--- config.mk ---
export PLATFORM = sky130hd
export DESIGN_NAME = gssp_ctrl
export DESIGN_NICKNAME = d
export VERILOG_FILES = /design/src/design/gssp_pkg.sv /design/src/design/gssp_ctrl.sv
export SDC_FILE = /design/constraint.sdc
export NUM_CORES = 1
export LEC_CHECK = 0
export BUFFER_PORTS_ARGS = -buffer_cell sky130_fd_sc_hd__buf_2
export CORE_MARGIN = 1.5
export CORE_UTILIZATION = 25
export CTS_BUF_LIST = sky130_fd_sc_hd__clkbuf_4 sky130_fd_sc_hd__clkbuf_8
export DETAILED_ROUTE_END_ITERATION = 6
export HOLD_SLACK_MARGIN = 0.02
export SETUP_SLACK_MARGIN = 0.4
export SLEW_MARGIN = 10
export SYNTH_ARGS = -nofsm -noshare
export SYNTH_HDL_FRONTEND = slang
export SYNTH_SLANG_ARGS = --single-unit
--- constraint.sdc ---
create_clock -name clock -period 3.5 [get_ports clock]
set_clock_uncertainty 0.15 [all_clocks]
set_input_delay 0.35 -clock clock [delete_from_list [all_inputs] [get_ports clock]]
set_output_delay 0.35 -clock clock [all_outputs]
set_load 0.02 [all_outputs]
--- src/design/gssp_pkg.sv ---
// gssp_pkg: shared types, constants and move tables for the seam path search.
// Used by every module of grid_seam_shortest_path; depends on nothing.
package gssp_pkg;

   localparam int MAX_ROWS  = 64;
   localparam int MAX_COLS  = 64;
   localparam int ROW_BITS  = 6;
   localparam int COL_BITS  = 6;
   localparam int ADDR_BITS = ROW_BITS + COL_BITS;
   localparam int NPIX      = MAX_ROWS * MAX_COLS;
   localparam int DIM_BITS  = 7;
   localparam int COST_BITS = 16;
   localparam int DIST_BITS = 28;
   localparam int CSR_ADDR_BITS = 3;
   localparam int CSR_DATA_BITS = 7;

   localparam logic [DIST_BITS-1:0] DIST_MAX = {DIST_BITS{1'b1}};

   // item kinds
   localparam logic [1:0] CMD_LOAD = 2'd0;
   localparam logic [1:0] CMD_RUN  = 2'd1;
   localparam logic [1:0] CMD_READ = 2'd2;

   // result status
   localparam logic [1:0] ST_OK      = 2'd0;
   localparam logic [1:0] ST_UNREACH = 2'd1;
   localparam logic [1:0] ST_EMPTY   = 2'd2;

   // register indexes
   localparam logic [2:0] CSR_MODE      = 3'd0;
   localparam logic [2:0] CSR_GRID_ROWS = 3'd1;
   localparam logic [2:0] CSR_GRID_COLS = 3'd2;
   localparam logic [2:0] CSR_START_ROW = 3'd3;
   localparam logic [2:0] CSR_START_COL = 3'd4;
   localparam logic [2:0] CSR_END_ROW   = 3'd5;
   localparam logic [2:0] CSR_END_COL   = 3'd6;

   localparam logic MODE_HORZ = 1'b1;

   // move codes
   localparam logic [2:0] MV_NONE = 3'd0;
   localparam logic [2:0] MV_S    = 3'd1;
   localparam logic [2:0] MV_SE   = 3'd2;
   localparam logic [2:0] MV_SW   = 3'd3;
   localparam logic [2:0] MV_E    = 3'd4;
   localparam logic [2:0] MV_W    = 3'd5;
   localparam logic [2:0] MV_N    = 3'd6;
   localparam logic [2:0] MV_NE   = 3'd7;

   localparam logic [2:0] NB_LAST = 3'd4;

   // memory write operations
   localparam logic [2:0] WR_NONE   = 3'd0;
   localparam logic [2:0] WR_LOAD   = 3'd1;
   localparam logic [2:0] WR_CLEAR  = 3'd2;
   localparam logic [2:0] WR_START  = 3'd3;
   localparam logic [2:0] WR_SETTLE = 3'd4;
   localparam logic [2:0] WR_RELAX  = 3'd5;

   // read address select
   localparam logic [1:0] RD_SCAN = 2'd0;
   localparam logic [1:0] RD_NB   = 2'd1;
   localparam logic [1:0] RD_END  = 2'd2;
   localparam logic [1:0] RD_RO   = 2'd3;

   // result register updates
   localparam logic [2:0] RSP_NONE  = 3'd0;
   localparam logic [2:0] RSP_LOAD  = 3'd1;
   localparam logic [2:0] RSP_RUN   = 3'd2;
   localparam logic [2:0] RSP_READ  = 3'd3;
   localparam logic [2:0] RSP_EMPTY = 3'd4;

   typedef struct packed {
      logic [2:0] wr_op;
      logic [1:0] rd_sel;
      logic       scan_init;
      logic       scan_issue;
      logic       nb_next;
      logic       load_wrap;
      logic       div_start;
      logic [2:0] rsp_op;
   } ctrl_cmd_type;

   typedef struct packed {
      logic scan_last;
      logic found;
      logic nb_in;
      logic nb_last;
      logic start_in;
      logic clr_last;
      logic div_busy;
      logic ro_done;
   } ctrl_sts_type;

   function automatic logic [DIM_BITS-1:0] sat_dim(input logic [DIM_BITS-1:0] v,
                                                   input logic [DIM_BITS-1:0] lim);
      if (v == '0) return DIM_BITS'(1);
      if (v > lim) return lim;
      return v;
   endfunction

   function automatic logic [2:0] move_code(input logic mode, input logic [2:0] k);
      logic [2:0] m;
      m = MV_NONE;
      if (mode == MODE_HORZ) begin
         case (k)
            3'd0: m = MV_S;
            3'd1: m = MV_SE;
            3'd2: m = MV_E;
            3'd3: m = MV_N;
            3'd4: m = MV_NE;
            default: m = MV_NONE;
         endcase
      end else begin
         case (k)
            3'd0: m = MV_S;
            3'd1: m = MV_SE;
            3'd2: m = MV_SW;
            3'd3: m = MV_E;
            3'd4: m = MV_W;
            default: m = MV_NONE;
         endcase
      end
      return m;
   endfunction

   // row delta, sign-extended to 8 bits
   function automatic logic [7:0] move_dr(input logic [2:0] m);
      logic [7:0] d;
      case (m)
         MV_S, MV_SE, MV_SW: d = 8'd1;
         MV_N, MV_NE:        d = 8'hFF;
         default:            d = 8'd0;
      endcase
      return d;
   endfunction

   function automatic logic [7:0] move_dc(input logic [2:0] m);
      logic [7:0] d;
      case (m)
         MV_SE, MV_E, MV_NE: d = 8'd1;
         MV_SW, MV_W:        d = 8'hFF;
         default:            d = 8'd0;
      endcase
      return d;
   endfunction

endpackage

--- src/design/gssp_ctrl.sv ---
// gssp_ctrl: sequencer for load, run (clear, scan, settle, relax) and readout.
// Drives gssp_datapath through command/status structs from gssp_pkg.
module gssp_ctrl (
   input  logic                    clock,
   input  logic                    reset,
   input  logic                    req_tvalid,
   output logic                    req_tready,
   input  logic [1:0]              req_cmd,
   output logic                    rsp_tvalid,
   input  logic                    rsp_tready,
   input  gssp_pkg::ctrl_sts_type  sts,
   output gssp_pkg::ctrl_cmd_type  cmd
);

   localparam logic [4:0] S_IDLE       = 5'd0;
   localparam logic [4:0] S_LOAD_WRAP  = 5'd1;
   localparam logic [4:0] S_LOAD_DIV   = 5'd2;
   localparam logic [4:0] S_LOAD_WAIT  = 5'd3;
   localparam logic [4:0] S_LOAD_WR    = 5'd4;
   localparam logic [4:0] S_CLEAR      = 5'd5;
   localparam logic [4:0] S_START      = 5'd6;
   localparam logic [4:0] S_SCAN_INIT  = 5'd7;
   localparam logic [4:0] S_SCAN       = 5'd8;
   localparam logic [4:0] S_SCAN_DRAIN = 5'd9;
   localparam logic [4:0] S_DECIDE     = 5'd10;
   localparam logic [4:0] S_SETTLE     = 5'd11;
   localparam logic [4:0] S_NB_RD      = 5'd12;
   localparam logic [4:0] S_NB_WR      = 5'd13;
   localparam logic [4:0] S_FIN_RD     = 5'd14;
   localparam logic [4:0] S_FIN_OUT    = 5'd15;
   localparam logic [4:0] S_RD_ISSUE   = 5'd16;
   localparam logic [4:0] S_RD_OUT     = 5'd17;
   localparam logic [4:0] S_RESP       = 5'd18;

   logic [4:0] state_ff, state_in;
   logic       valid_ff, valid_in;
   logic       accept;

   assign req_tready = (state_ff == S_IDLE);
   assign accept     = req_tvalid && req_tready;
   assign rsp_tvalid = valid_ff;

   always_comb begin
      state_in       = state_ff;
      cmd            = '0;
      cmd.wr_op      = gssp_pkg::WR_NONE;
      cmd.rd_sel     = gssp_pkg::RD_SCAN;
      cmd.rsp_op     = gssp_pkg::RSP_NONE;
      case (state_ff)
         S_IDLE: begin
            if (accept) begin
               case (req_cmd)
                  gssp_pkg::CMD_LOAD: state_in = S_LOAD_WRAP;
                  gssp_pkg::CMD_RUN:  state_in = S_CLEAR;
                  gssp_pkg::CMD_READ: state_in = S_RD_ISSUE;
                  default: begin
                     cmd.rsp_op = gssp_pkg::RSP_EMPTY;
                     state_in   = S_RESP;
                  end
               endcase
            end
         end
         S_LOAD_WRAP: begin
            cmd.load_wrap = 1'b1;
            state_in      = S_LOAD_DIV;
         end
         S_LOAD_DIV: begin
            cmd.div_start = 1'b1;
            state_in      = S_LOAD_WAIT;
         end
         S_LOAD_WAIT: begin
            if (!sts.div_busy) state_in = S_LOAD_WR;
         end
         S_LOAD_WR: begin
            cmd.wr_op  = gssp_pkg::WR_LOAD;
            cmd.rsp_op = gssp_pkg::RSP_LOAD;
            state_in   = S_RESP;
         end
         S_CLEAR: begin
            cmd.wr_op = gssp_pkg::WR_CLEAR;
            if (sts.clr_last) state_in = S_START;
         end
         S_START: begin
            if (sts.start_in) begin
               cmd.wr_op = gssp_pkg::WR_START;
               state_in  = S_SCAN_INIT;
            end else begin
               state_in  = S_FIN_RD;
            end
         end
         S_SCAN_INIT: begin
            cmd.scan_init = 1'b1;
            state_in      = S_SCAN;
         end
         S_SCAN: begin
            cmd.scan_issue = 1'b1;
            cmd.rd_sel     = gssp_pkg::RD_SCAN;
            if (sts.scan_last) state_in = S_SCAN_DRAIN;
         end
         S_SCAN_DRAIN: state_in = S_DECIDE;
         S_DECIDE: state_in = sts.found ? S_SETTLE : S_FIN_RD;
         S_SETTLE: begin
            cmd.wr_op = gssp_pkg::WR_SETTLE;
            state_in  = S_NB_RD;
         end
         S_NB_RD: begin
            cmd.rd_sel = gssp_pkg::RD_NB;
            if (sts.nb_in) begin
               state_in = S_NB_WR;
            end else begin
               cmd.nb_next = 1'b1;
               if (sts.nb_last) state_in = S_SCAN_INIT;
            end
         end
         S_NB_WR: begin
            cmd.rd_sel  = gssp_pkg::RD_NB;
            cmd.wr_op   = gssp_pkg::WR_RELAX;
            cmd.nb_next = 1'b1;
            state_in    = sts.nb_last ? S_SCAN_INIT : S_NB_RD;
         end
         S_FIN_RD: begin
            cmd.rd_sel = gssp_pkg::RD_END;
            state_in   = S_FIN_OUT;
         end
         S_FIN_OUT: begin
            cmd.rsp_op = gssp_pkg::RSP_RUN;
            state_in   = S_RESP;
         end
         S_RD_ISSUE: begin
            cmd.rd_sel = gssp_pkg::RD_RO;
            if (sts.ro_done) begin
               cmd.rsp_op = gssp_pkg::RSP_EMPTY;
               state_in   = S_RESP;
            end else begin
               state_in   = S_RD_OUT;
            end
         end
         S_RD_OUT: begin
            cmd.rsp_op = gssp_pkg::RSP_READ;
            state_in   = S_RESP;
         end
         S_RESP: begin
            if (rsp_tready) state_in = S_IDLE;
         end
         default: state_in = S_IDLE;
      endcase
   end

   always_comb begin
      valid_in = valid_ff;
      if (valid_ff && rsp_tready) valid_in = 1'b0;
      if (cmd.rsp_op != gssp_pkg::RSP_NONE) valid_in = 1'b1;
   end

   always_ff @(posedge clock) begin
      if (reset) begin
         state_ff <= S_IDLE;
         valid_ff <= 1'b0;
      end else begin
         state_ff <= state_in;
         valid_ff <= valid_in;
      end
   end

   // the result register is only loaded while no earlier result is pending
   a_rsp_no_overwrite: assert property (@(posedge clock) disable iff (reset)
      (cmd.rsp_op != gssp_pkg::RSP_NONE) |-> !valid_ff)
      else $error("result register loaded while a result is pending");

   // a started division always reports busy on the next cycle
   a_div_busy: assert property (@(posedge clock) disable iff (reset)
      cmd.div_start |=> sts.div_busy)
      else $error("divider did not start");

   // an empty frontier ends the search
   a_empty_ends: assert property (@(posedge clock) disable iff (reset)
      (state_ff == S_DECIDE && !sts.found) |=> (state_ff == S_FIN_RD))
      else $error("search continued with an empty frontier");

   // a valid result is only shown from the response wait state
   a_valid_in_resp: assert property (@(posedge clock) disable iff (reset)
      valid_ff |-> (state_ff == S_RESP))
      else $error("result valid outside response state");

endmodule

==> results of run 1 <==
final timing paths:
kind / end / cells past startpoint / from
setup / recovery: cmd[1] / 5 / state_ff[2]$_SDFFE_PP0P_
hold / removal: state_ff[4]$_SDFFE_PP0P_ / 2 / reset
setup reg to reg: state_ff[2]$_SDFFE_PP0P_ / 5 / state_ff[2]$_SDFFE_PP0P_
hold reg to reg: rsp_tvalid$_SDFFE_PP0P_ / 2 / rsp_tvalid$_SDFFE_PP0P_
critical path, stage by stage, from the launching register on:
cell and delay, ns:
dfxtp_1 0.80, nor2b_1 0.34, nand2_1 0.16, mux2i_1 0.21
and2_1 0.17, buf_2 0.17
through the flow:
step | cells | util [%] | worst slack, ns | instance area [µm²] | hold WS, ns
after global placement | 187 | 31.36 | 1.158 | 980.9 | 0.4255
after global routing | 190 | 32.08 | 0.7526 | 1003 | 0.2058
after CTS | 190 | 32.08 | 0.8896 | 1003 | 0.1996
final | 190 | 32.08 | 0.8964 | 1003 | 0.2054
after floorplan | 126 | - | 1.396 | 837.1 | 0.2679
after detailed placement | 187 | 31.36 | 1.162 | 980.9 | 0.4378
logic make-up (layout without fill, tap and decap cells):
| group | count (synthesis) | count (layout) | share of synthesized area, % |
|---|---|---|---|
| simple gates | 58 | 58 | 36.62 |
| compound gates | 43 | 43 | 37.97 |
| xor+xnor | 1 | 1 | 1.047 |
| mux | 1 | 1 | 1.196 |
| buf+inv | 17 | 37 | 8.819 |
| flops | 6 | 6 | 14.35 |
area by class of cell:
| cell class | count | area (µm²) | share of cell area [%] |
|---|---|---|---|
| clock buffers | 3 | 22.52 | 2.244 |
| flip-flops and latches | 6 | 120.1 | 11.97 |
| well taps | 44 | 55.05 | 5.486 |
| inverters | 6 | 22.52 | 2.244 |
| multi-input cells | 103 | 643.1 | 64.09 |
| repair buffers | 28 | 140.1 | 13.97 |
cells in the mapped netlist (2+ instances only):
master / n / area [µm²]
a21o_1: 2 / 15.01
a21oi_1: 11 / 55.05
nand2_1: 9 / 33.78
o21ai_0: 4 / 20.02
inv_1: 6 / 22.52
o2bb2ai_1: 3 / 26.28
nor3_1: 7 / 35.03
nand3_1: 3 / 15.01
and2_1: 2 / 12.51
dfxtp_1: 6 / 120.1
nor4_1: 3 / 18.77
or3b_1: 2 / 17.52
o211ai_1: 2 / 15.01
nor2b_1: 9 / 56.30
buf_2: 8 / 40.04
nor2_1: 13 / 48.80
and3_1: 3 / 18.77
nand2b_1: 3 / 18.77
a211oi_1: 3 / 22.52
buf_1: 2 / 7.510
a2111oi_0: 3 / 26.28
layer usage:
layer | share of wire [%] | vias to the layer above | global-route usage (%)
met4 | 0 | 0 | 2.795
met5 | 0 | - | 0
met2 | 48 | 27 | 20.28
met1 | 48 | 438 | 19.39
li1 | - | 507 | -
met3 | 4.3 | 0 | 2.132
power breakdown:
| group | switching [mW] | internal [mW] |
|---|---|---|
| combinational | 0.356 | 0.272 |
| clock | 0.0242 | 0.0387 |
| sequential | 0.152 | 0.100 |
sequential cells by signal, summed over array words and instances, names as in the netlist:
name and cells:
rsp_tvalid 1, state_ff 5
==> summary.md, run 1 <==
| Metric | Value |
|---|---|
| Syn Nets | 140 |
| Commonest non-fill, non-tap cell in the layout | buf_2 |
| Slew Limit Fails | 0 |
| Setup Crit Path Kind | reg2out |
| Fillers | 360 |
| Max IR drop VDD | approximately 280 µV |
| Post-CTS setup buffers | 0 |
| RSZ-0062 raised after global routing | false |
| Port Buffer Count | 28 |
| Number of flops mapped to enable cells by yosys | 0 |
| Max-cap check violation count | 0 |
| GRT Residual Overflow | 0 |
| Drt first-iter violations | between 70 and 80 |
| Num CTS Buffers | 3 |
| Worst skew pair latency | 0.24 ns |
| PwrDens | roughly 940 nW/µm² |
| Peak Freq | 384.1 MHz |
| Warning count from the yosys run | 0 |
| Final Hold Violating Endpoints | 0 |
| Routability congestion estimate | 0.7691 |
| Tot GR Track Use | 13.20% |
| Register bit total from synthesis | 6 |
| Pin count of the biggest net entering global routing | 29 |
| Count of final setup violators | 0 |
| Post-CTS Resized | 0 |
| DPL Wire Length | approximately 1800 µm |
| CTS tree | yes |
| Hold Buf Count CTS | 0 |
| Core area | 3128 µm² |
| # rows | 20 |
| Starting Density | a little over a quarter |
| Layout cell share with drive strength beyond 1 | a little under a quarter |
| Die W | 60.87 µm |
| Clock transition time at the flip-flop clock pins of the worst setup and hold paths | about 0.050 ns |
| Slew headroom | approximately two fifths |
| Worst-margin pin slew | just under 0.9 ns |
| HP Class | in2reg |
| Worst path required time | roughly 3 ns |
| Main flop type after synthesis | dfxtp_1 |
| DRC | 0 |
| Post-synthesis sequential area ratio | between 10% and 20% |
| Power Total | about 940 µW |
| Clk root buf | clkbuf_4 |
| Commonest non-fill, non-tap cells in the layout | 28 x buf_2, 13 x nor2_1, 11 x a21oi_1 |
| Ant. Diodes | 0 |
| Vias | about 1000 |
| CP Launch Type | register |
| Mapped Cells | about 130 |
| Nets | roughly 160 |
| Die ar. | 3705 µm² |
| Vias/cell | roughly 5.1 |
| Antenna violations before repair | 0 |
| Crit end category | output pin |
| CTS H-tree depth | 1 |
| # IOs | 29 |
| Lkg Pwr | ~0.42 nW |
| Yosys cell types | 43 |
| Post-DR wirelength/cell | 12.72 µm |
| Mapped Area | approximately 840 µm² |
| First-pass GRT wire length | between 3000 and 4000 µm |
| DRT antenna net count | 0 |
| R2R Setup Slk | 1.17 ns |
| Area grow syn2layout | 19.88% |
| Crit path DAT | 2.10 ns |
| CTS Buffer Depth | 2 |
| Avg Cell Area, Syn | around 6.6 µm² |
| Vias in the first global route | around 780 |
| Die Y | 60.87 µm |
| CTS sink cnt | 6 |
| Maximum fanout along the worst path | 25 |
| Final WL | 2417 µm |
| Status | finished clean |
| Detailed Routing Iterations Pass 1 | 4 |
| Setup TNS | 0 ns |
| Fin crit share | roughly three quarters |
| FFs w/ async S/R, synth | 0% |
| Minimum clock period | ~2.6 ns |
(Power assumes the default switching activity.)
==> run 2: changes to the inputs <==
- ABC_AREA: not set -> 1
- clock period: 3.5 -> 2.2 ns (I/O delays scaled with it)
==> summary.md, run 2 <==
| Metric | Value |
|---|---|
| Status | finished clean |
| Post-Place Cells | 191 (+2.1%) |
| Clk root buf | clkbuf_4 |
| Register area | 128.9 µm² (+7.3%) |
| Routability congestion estimate | 0.8415 (+9.4%) |
| Post-synthesis sequential area ratio | 15.79% (+1.4 points) |
| Drt first-iter violations | 37 (-49%) |
| Clock transition time at the flip-flop clock pins of the worst setup and hold paths | 0.04 ns (about the same) |
| Mapped Area | 760.7 µm² (-9.1%) |
| CP startpoint | state_ff[2]$_SDFFE_PP0P_ |
| Max IR drop VDD | 508.9 µV (+79%) |
| Layout cell share with drive strength beyond 1 | 43.60% (+20 points) |
| Tot GR Track Use | 14.92% (+1.7 points) |
| Peak Freq | between 500 and 600 MHz |
| CTS tree | yes |
| Num CTS Buffers | 3 (unchanged) |
| Setup TNS | 0 ns (unchanged) |
| Post-DR wirelength/cell | 12.55 µm (-1.3%) |
| Hold Path Origin | reset |
| Largest cells by area after synthesis | dfxtp_1 16%, nand2_1 15%, inv_1 9.9% |
| CTS H-tree depth | 1 (unchanged) |
| Die ar. | 3383 µm² (-8.7%) |
| Count of final setup violators | 0 (unchanged) |
| Die W | 58.16 µm (-4.4%) |
| # rows | 19 (-5.0%) |
| Detailed Routing Iterations Pass 1 | 6 (+2) |
| DRT antenna net count | 0 (unchanged) |
| Warning count from the yosys run | 0 (unchanged) |
| DRC | 0 (unchanged) |
| HP Class | in2reg |
| CP Launch Type | register |
| Minimum clock period | ~1.8 ns |
| Syn Nets | 147 (+5.0%) |
| Crit end category | output pin |
| Largest area contributor in the netlist | dfxtp_1 |
| CTS sink cnt | 6 (unchanged) |
| Antenna violations before repair | 0 (unchanged) |
| Hold slack | 0.06379 ns (-0.1416 ns) |
| First-pass GRT wire length | 3926 µm (+5.2%) |
| Commonest non-fill, non-tap cells in the layout | 29 x nand2_1, 27 x buf_2, 20 x inv_1 |
| Vias | 1004 (+3.3%) |
| Port Buffer Count | 28 (unchanged) |
| Top cell type's share of synthesized area | 15.79% (+1.4 points) |
| Max-cap check violation count | 0 (unchanged) |
| Setup Crit Path Kind | reg2out |
| Worst skew pair latency | 0.24 ns (about the same) |
| RSZ-0062 raised after global routing | true |
| Die Y | 58.16 µm (-4.4%) |
| Reg2reg start | state_ff[3]$_SDFFE_PP0P_ |
| Largest register FFs | 5 (unchanged) |
| Fillers | 332 (-7.8%) |
| Yosys cell types | 21 (-51%) |
| Slew headroom | 83.07% (+42 points) |
| Final std cells w/o fill | 203 (+6.8%) |
| Nets | 188 (+16%) |
| DPL Wire Length | 1926 µm (+7.9%) |
| Avg Cell Area, Syn | 5.720 µm² (-14%) |
| Register bit total from synthesis | 6 (unchanged) |
| Final Core Density | 38.48% (+6.4 points) |
| Starting Density | 26.89% (+0.13 points) |
| Area of the multi-input gates | 588.1 µm² (-8.6%) |
| Top-count cell post-synth | nand2_1 |
| Mapped Cells | 133 (+5.6%) |
| Worst-margin pin slew | 0.2536 ns (-0.6273 ns) |
| Vias/cell | 4.946 (-3.3%) |
| Hold Buf Count CTS | 0 (unchanged) |
| # IOs | 29 (unchanged) |
| Number of flops mapped to enable cells by yosys | 0 (unchanged) |
| Core area | 2829 µm² (-9.6%) |
| Most frequent cells after synthesis | 30 x nand2_1, 20 x inv_1, 15 x nand3_1 |
| Pin count of the biggest net entering global routing | 9 (-69%) |
| GRT Residual Overflow | 0 (unchanged) |
| Final Hold Violating Endpoints | 0 (unchanged) |
| Main flop type after synthesis | dfxtp_1 |
| PwrDens | 1193 nW/µm² (+27%) |
| Maximum fanout along the worst path | 7 (-72%) |
| Biggest register | state_ff |
| Commonest non-fill, non-tap cell in the layout | nand2_1 |
| FFs w/ async S/R, synth | 0% (unchanged) |
| Final WL | 2548 µm (+5.4%) |
| Slew Limit Fails | 0 (unchanged) |
| Crit path DAT | 1.39 ns (-0.71 ns) |
| Worst path required time | 1.83 ns (-1.17 ns) |
| Vias in the first global route | 902 (+16%) |
| CTS Buffer Depth | 2 (unchanged) |
| Ant. Diodes | 0 (unchanged) |
| Area grow syn2layout | 43.09% |
| Fin crit share | approximately 80% |
| Lkg Pwr | 0.6314 nW (+52%) |
-- run 2: cell types whose count changed in the layout (fill, tap and decap cells not counted), sizes merged, moves of 9 or more --
cell,before,now
nand2,9,33
inv,6,24
nand3,3,20
nor2,13,23
buf,28,37
nor2b,9,0
-- run 2: timing repair --
item	4_1_cts	5_1_grt
pin swaps	2	4
endpoints found under the setup margin	5	7
resized for setup	8	11
setup buffers	5	4
-- run 2: cell families (layout without fill, tap and decap cells) --
kind of cell	after synthesis	in the layout	share of synthesized area (%)
compound gates	20	20	14.15
buf+inv	25	64	13.16
flops	6	6	15.79
simple gates	82	82	56.91
-- run 2: through the flow --
stage / setup WS [ns] / instance area [µm²] / total power, mW
5_1_grt: 0.3743 / 1089 / 1.401
6_report: 0.4371 / 1089 / 1.299
3_5_place_dp: 0.5127 / 932.1 / 1.013
2_1_floorplan: 0.6133 / 760.7 / 0.8124
4_1_cts: 0.4240 / 1013 / 1.198
3_3_place_gp: 0.4898 / 932.1 / 1.028
-- run 2: cell type report --
cell class / count / area share (%)
multi-input combinational: 102 / 54.02
timing repair buffer: 37 / 20.00
sequential: 6 / 11.84
inverter: 24 / 8.506
tap: 31 / 3.563
clock buffer: 3 / 2.069
-- run 2: critical path, stage by stage (launching register included) --
cell	delay, ns
dfxtp_4	0.37
nor2_4	0.17
buf_6	0.12
nand4_1	0.12
a21boi_2	0.19
inv_1	0.07
buf_6	0.11
-- run 2: final timing paths --
path                              endpoint  slack (ns)  cells after the start
setup / recovery                    cmd[2]        0.44                      6
hold / removal    state_ff[4]$_SDFFE_PP0P_        0.06                      2
setup reg to reg  state_ff[3]$_SDFFE_PP0P_        0.54                     10
hold reg to reg    rsp_tvalid$_SDFFE_PP0P_        0.41                      2
-- run 2: routing by layer --
layer / routed length (µm) / vias to the layer above / global-route usage, %
li1: - / 506 / -
met1: 1097 / 442 / 19.49
met2: 1209 / 54 / 23.38
met3: 222 / 2 / 5.134
met4: 19 / 0 / 3.987
met5: 0 / - / 0
-- run 2: report_power, final --
part	switching (mW)	internal, mW
Combinational	0.595	0.358
Clock	0.0376	0.0616
Sequential	0.0878	0.159
